**config.mk**
```make
export PLATFORM = sky130hd
export DESIGN_NAME = mgele_ctrl
export DESIGN_NICKNAME = d
export VERILOG_FILES = /design/src/hw/rtl/mlmc_gbm_euler_level_estimator_macros.svh /design/src/hw/rtl/mgele_pkg.sv /design/src/hw/rtl/mgele_ctrl.sv
export SDC_FILE = /design/constraint.sdc
export NUM_CORES = 1
export LEC_CHECK = 0
export ABC_AREA = 1
export BUFFER_PORTS_ARGS = -buffer_cell sky130_fd_sc_hd__buf_2
export CORE_MARGIN = 4
export CORE_UTILIZATION = 25
export DETAILED_ROUTE_END_ITERATION = 8
export GPL_TIMING_DRIVEN = 0
export PLACE_DENSITY = 0.46
export SLEW_MARGIN = 25
export SYNTH_ARGS = -nofsm -noshare
export SYNTH_HDL_FRONTEND = slang
export SYNTH_SLANG_ARGS = --single-unit
```
**constraint.sdc**
```tcl
create_clock -name clk -period 2.62 [get_ports clk]
set_input_delay 0.524 -clock clk [delete_from_list [all_inputs] [get_ports clk]]
set_output_delay 0.524 -clock clk [all_outputs]
set_load 0.05 [all_outputs]
```
**src/hw/rtl/mlmc_gbm_euler_level_estimator_macros.svh**
```systemverilog
// Assertion helpers shared by the estimator.
`ifndef MLMC_GBM_EULER_LEVEL_ESTIMATOR_MACROS_SVH
`define MLMC_GBM_EULER_LEVEL_ESTIMATOR_MACROS_SVH

// Consequent holds in the same cycle as the antecedent.
`define MGELE_ASSERT_SAME(lbl, ck, rs, a, c, msg) \
  lbl: assert property (@(posedge ck) disable iff (rs) (a) |-> (c)) \
    else $error(msg);

// Consequent holds in the cycle after the antecedent.
`define MGELE_ASSERT_NEXT(lbl, ck, rs, a, c, msg) \
  lbl: assert property (@(posedge ck) disable iff (rs) (a) |=> (c)) \
    else $error(msg);

`endif

```
**src/hw/rtl/mgele_pkg.sv**
```systemverilog
`default_nettype none

package mgele_pkg;

  localparam int MAX_LEVEL = 10;
  localparam int LEVEL_W   = 4;
  localparam int STEP_W    = MAX_LEVEL + 1;
  localparam int PATH_W    = 25;
  localparam int PRICE_W   = 48;
  localparam int CFG_AW    = 3;
  localparam int CFG_DW    = 48;
  localparam int IN_DW     = 32;
  localparam int OUT_DW    = 480;

  localparam logic [63:0] PRICE_MAX = 64'h0000_FFFF_FFFF_FFFF;
  localparam logic [63:0] MAG_MAX   = 64'h7FFF_FFFF_FFFF_FFFF;

  localparam logic [CFG_AW-1:0] CFG_LEVEL       = 3'd0;
  localparam logic [CFG_AW-1:0] CFG_INIT_PRICE  = 3'd1;
  localparam logic [CFG_AW-1:0] CFG_STRIKE      = 3'd2;
  localparam logic [CFG_AW-1:0] CFG_RATE_STEP   = 3'd3;
  localparam logic [CFG_AW-1:0] CFG_VOLATILITY  = 3'd4;
  localparam logic [CFG_AW-1:0] CFG_SQRT_STEP   = 3'd5;
  localparam logic [CFG_AW-1:0] CFG_DISCOUNT    = 3'd6;
  localparam logic [CFG_AW-1:0] CFG_NUM_SAMPLES = 3'd7;

  typedef enum logic [3:0] {
    OP_NONE, OP_LOAD, OP_DW, OP_TF, OP_FINE, OP_TC, OP_COARSE, OP_STEP,
    OP_PF, OP_PC, OP_Y2, OP_Y3, OP_Y4, OP_F2, OP_ACC
  } dp_op_t;

  typedef enum logic [3:0] {
    ST_IDLE, ST_DW, ST_TF, ST_FINE, ST_TC, ST_COARSE, ST_STEP,
    ST_PF, ST_PC, ST_Y2, ST_Y3, ST_Y4, ST_F2, ST_ACC
  } state_t;

  typedef struct packed {
    dp_op_t op;
    logic   mul_start;
    logic   save;
    logic   in_ready;
  } cmd_t;

  typedef struct packed {
    logic mul_done;
    logic path_end;
    logic coarse_step;
    logic out_full;
  } status_t;

endpackage

`default_nettype wire

```
**src/hw/rtl/mgele_ctrl.sv**
```systemverilog
`default_nettype none

module mgele_ctrl import mgele_pkg::*; (
  input  wire logic    clk,
  input  wire logic    rst,
  input  wire logic    in_valid,
  input  wire status_t status,
  output cmd_t         cmd,
  output state_t       state
);

  state_t state_next;
  logic   issued, issued_next;
  logic   mul_state;

  assign mul_state = (state != ST_IDLE) && (state != ST_STEP) && (state != ST_ACC);

  always_ff @(posedge clk) begin
    if (rst) begin
      state  <= ST_IDLE;
      issued <= 1'b0;
    end else begin
      state  <= state_next;
      issued <= issued_next;
    end
  end

  always_comb begin
    state_next  = state;
    issued_next = mul_state && !status.mul_done;
    case (state)
      ST_IDLE:   if (in_valid) state_next = ST_DW;
      ST_DW:     if (status.mul_done) state_next = ST_TF;
      ST_TF:     if (status.mul_done) state_next = ST_FINE;
      ST_FINE:   if (status.mul_done) state_next = status.coarse_step ? ST_TC : ST_STEP;
      ST_TC:     if (status.mul_done) state_next = ST_COARSE;
      ST_COARSE: if (status.mul_done) state_next = ST_STEP;
      ST_STEP:   state_next = status.path_end ? ST_PF : ST_IDLE;
      ST_PF:     if (status.mul_done) state_next = ST_PC;
      ST_PC:     if (status.mul_done) state_next = ST_Y2;
      ST_Y2:     if (status.mul_done) state_next = ST_Y3;
      ST_Y3:     if (status.mul_done) state_next = ST_Y4;
      ST_Y4:     if (status.mul_done) state_next = ST_F2;
      ST_F2:     if (status.mul_done) state_next = ST_ACC;
      ST_ACC:    if (!status.out_full) state_next = ST_IDLE;
      default:   state_next = ST_IDLE;
    endcase
  end

  always_comb begin
    cmd.in_ready  = (state == ST_IDLE);
    cmd.mul_start = mul_state && !issued;
    cmd.save      = 1'b0;
    cmd.op        = OP_NONE;
    case (state)
      ST_IDLE: begin
        cmd.op   = OP_LOAD;
        cmd.save = in_valid;
      end
      ST_DW:     cmd.op = OP_DW;
      ST_TF:     cmd.op = OP_TF;
      ST_FINE:   cmd.op = OP_FINE;
      ST_TC:     cmd.op = OP_TC;
      ST_COARSE: cmd.op = OP_COARSE;
      ST_STEP: begin
        cmd.op   = OP_STEP;
        cmd.save = 1'b1;
      end
      ST_PF:     cmd.op = OP_PF;
      ST_PC:     cmd.op = OP_PC;
      ST_Y2:     cmd.op = OP_Y2;
      ST_Y3:     cmd.op = OP_Y3;
      ST_Y4:     cmd.op = OP_Y4;
      ST_F2:     cmd.op = OP_F2;
      ST_ACC: begin
        cmd.op   = OP_ACC;
        cmd.save = !status.out_full;
      end
      default:   cmd.op = OP_NONE;
    endcase
    if (mul_state) begin
      cmd.save = status.mul_done;
    end
  end

endmodule

`default_nettype wire

```
==> results_tabular.tex <==
\begin{tabular}{lr}
\hline
Metric & Value \\
\hline
\multicolumn{2}{l}{\textbf{Clock tree}} \\
Clock-pin slew on the worst setup and hold paths & 40 ps \\
Clock tree from TritonCTS & yes \\
Root cell of the clock tree & sky130\_fd\_sc\_hd\_\_clkbuf\_4 \\
Buffers inserted during post-CTS setup optimization & 0 \\
Clock insertion delay at the later pin of the skew report & 240 ps \\
Count of clock tree sinks & 5 \\
Post-CTS resize count & 0 \\
Number of levels in the clock H-tree & 1 \\
Cts bufs inserted & 3 \\
Post-CTS Hold Buffers & 0 \\
Max Buffers Root-to-Sink & 2 \\
\multicolumn{2}{l}{\textbf{Place}} \\
Placed insts & 119 \\
Placer's final routability congestion estimate & 0.8475 \\
IO buf count & 17 \\
Post-DP HPWL & 988.7 µm \\
\multicolumn{2}{l}{\textbf{Setup path}} \\
Cell family with most CP delay & flip-flops \\
R2r worst-path depth & 9 \\
Critical Path AT & 1630 ps \\
Data required time at the worst endpoint & between 2000 and 2500 ps \\
CP cell instances & nand2\_1 > o211ai\_1 > nor2\_1 > nor2\_1 > buf\_2 \\
Most frequent CP cell & sky130\_fd\_sc\_hd\_\_nor2\_1 \\
Element type at the critical path end & output port \\
Critical setup path kind & reg2out \\
Startpoint kind of the worst setup timing path & register \\
Reg-to-reg critical path endpoint & state[2]\$\_SDFFE\_PP0P\_ \\
CP Buf/Inv Count & 1 \\
Worst path max stage delay & approximately 510 ps \\
Slowest cell on the critical path & sky130\_fd\_sc\_hd\_\_dfxtp\_1 \\
Reg-to-reg critical path startpoint & state[0]\$\_SDFFE\_PP0P\_ \\
Largest driver fanout on the critical path & 8 \\
Register-to-register path setup slack & 1310 ps \\
\multicolumn{2}{l}{\textbf{Hold path}} \\
Worst Min Path Start & rst \\
Class of the worst hold path & in2reg \\
Endpoint, Worst Hold & issued\$\_SDFF\_PP0\_ \\
WHS Path Cells & 2 \\
\multicolumn{2}{l}{\textbf{Logic synthesis}} \\
Avg Inst Size Synth & approximately 5.7 µm² \\
Count of different cell masters after synthesis & 20 \\
Gate Count Post-Synth & 78 \\
Cell area after technology mapping & $\sim$440 µm² \\
Largest cells by area after synthesis & sky130\_fd\_sc\_hd\_\_dfxtp\_1, sky130\_fd\_sc\_hd\_\_nand2\_1, sky130\_fd\_sc\_hd\_\_nor2\_1 \\
Post-synthesis sequential area ratio & about 23\% \\
Yosys top cell by area & sky130\_fd\_sc\_hd\_\_dfxtp\_1 \\
Nets in the synthesized netlist & 85 \\
Portion of synthesized cell area occupied by the leading cell type & $\sim$23\% \\
Synth warnings & 0 \\
\#FFs+latches synth & 5 \\
\multicolumn{2}{l}{\textbf{Finish}} \\
Final Instance Count excl. Fillers & 123 \\
Utilization after layout & 36.73\% \\
Fraction of layout instances using a drive strength above 1 & 33.33\% \\
Signed area change from the synthesized netlist to the final layout & 31.83\% \\
N\_diodes & 0 \\
Number of nets in the layout & 107 \\
\multicolumn{2}{l}{\textbf{Timing}} \\
Max-slew violation count & 0 \\
Maximum clock skew at final layout & 2.643 ps \\
Achievable clock frequency & 464.1 MHz \\
Fraction of the cycle the final worst path needs & 82.24\% \\
Worst-Margin Slew & 337.4 ps \\
Final number of hold-violating endpoints & 0 \\
Relative slew slack & 77.47\% \\
Post-Route Setup TNS & 0 ps \\
RSZ-0062 raised after global routing & no \\
Final critical path time including I/O delays and setup & approximately 2200 ps \\
Setup-failing EPs final & 0 \\
\multicolumn{2}{l}{\textbf{Routing}} \\
Via Count & 523 \\
Average wire length per cell after detail routing & 9.374 µm \\
Initial drt markers & 16 \\
Iteration count of the initial detailed-routing pass & 4 \\
DRC Markers & 0 \\
Number of nets still failing antenna checks after routing & 0 \\
Vias per inst & 4.252 \\
Routed WL & 1153 µm \\
\multicolumn{2}{l}{\textbf{GRT}} \\
Overflow left after global routing & 0 \\
Wire length of the first global-routing pass & 2021 µm \\
Overall track demand over capacity in global routing & 10.35\% \\
Largest net degree at the start of global routing & 9 \\
Via count of the first global-routing pass & about 480 \\
Antenna violations before repair & 0 \\
\multicolumn{2}{l}{\textbf{Floorplan}} \\
Die extent in x & 50.15 µm \\
Initial core utilization & 27.86\% \\
Die area & approximately 2500 µm² \\
Cell Rows & 14 \\
Ports placed on the boundary & 18 \\
Die height & 50.15 µm \\
Floorplan core area & 1594 µm² \\
\multicolumn{2}{l}{\textbf{Status}} \\
Run status & finished clean \\
\multicolumn{2}{l}{\textbf{Flow run}} \\
Number of maximum-capacitance violations & 0 \\
\hline
\end{tabular}
[per-layer routing]
metal | vias to the layer above | wire, µm | global-route usage [%]
met2 | 10 | 525 | 15.00
met4 | 0 | 27 | 8.756
li1 | 288 | - | -
met3 | 2 | 39 | 1.775
met1 | 223 | 560 | 13.21
met5 | - | 0 | 0
[state kept, by name, summed over array words and instances (netlist names)]
register	count
state	4
issued	1
[cell families (layout without fill, tap and decap cells)]
group | Yosys count | in the layout | share of synthesized area, %
buffers and inverters | 14 | 35 | 11.83
AND/OR/NAND/NOR | 51 | 51 | 54.65
flip-flops | 5 | 5 | 22.54
AO/OA/AOI/OAI | 8 | 8 | 10.98
[worst max path at each step]
stage / start / to / depth (start not counted)
final: state[1]$_SDFFE_PP0P_ / cmd[1] / 5
after detailed placement: state[1]$_SDFFE_PP0P_ / cmd[1] / 5
after CTS: state[1]$_SDFFE_PP0P_ / cmd[1] / 5
after floorplan: state[1]$_SDFFE_PP0P_ / cmd[1] / 4
after global routing: state[1]$_SDFFE_PP0P_ / cmd[1] / 5
after global placement: state[1]$_SDFFE_PP0P_ / cmd[1] / 5
[layout by cell type, fill, tap and decap left out]
cell                       instances
sky130_fd_sc_hd__nand3_2           2
sky130_fd_sc_hd__nand3_1           5
sky130_fd_sc_hd__inv_2             5
sky130_fd_sc_hd__dfxtp_1           5
sky130_fd_sc_hd__nand4_1           1
sky130_fd_sc_hd__o22ai_1           1
sky130_fd_sc_hd__nor2_1           14
sky130_fd_sc_hd__clkbuf_4          3
sky130_fd_sc_hd__nand2_4           1
sky130_fd_sc_hd__nor2_4            1
sky130_fd_sc_hd__clkbuf_1          1
sky130_fd_sc_hd__buf_2            17
sky130_fd_sc_hd__nand3b_1          1
sky130_fd_sc_hd__clkinv_1          1
sky130_fd_sc_hd__nand2_2           2
sky130_fd_sc_hd__o21ai_0           3
sky130_fd_sc_hd__a22oi_1           1
sky130_fd_sc_hd__nand2_1          21
sky130_fd_sc_hd__nor3_1            1
sky130_fd_sc_hd__a21oi_1           1
sky130_fd_sc_hd__o211ai_1          2
sky130_fd_sc_hd__nor2_2            2
sky130_fd_sc_hd__inv_1             8
[area by class of cell]
type                            instances  area, µm²
Timing Repair Buffer                   17      85.08
Fill cell                             198       1008
Sequential cell                         5      100.1
Tap cell                               24      30.03
Inverter                               14      52.55
Multi-Input combinational cell         59      291.5
Clock buffer                            4      26.28
[through the flow]
stage	hold WS [ps]	setup slack [ps]	cell area (µm²)
global route	457.0	328.2	585.6
CTS	454.5	462.0	585.6
detailed placement	649.1	730.1	559.3
floorplan	600.8	182.9	444.2
finish	462.2	465.3	585.6
global placement	655.7	718.0	559.3
[synth_stat cells (all sizes together)]
| master | instances |
|---|---|
| nand2 | 24 |
| nor2 | 17 |
| inv | 13 |
| nand3 | 7 |
| dfxtp | 5 |
| o21ai | 3 |
| o211ai | 2 |
| a21oi | 1 |
| a22oi | 1 |
| clkinv | 1 |
| nand3b | 1 |
| nand4 | 1 |
| nor3 | 1 |
| o22ai | 1 |
Power is not shown: default switching activity piles up to over one toggle a cycle in this logic, so the estimate is an artifact.
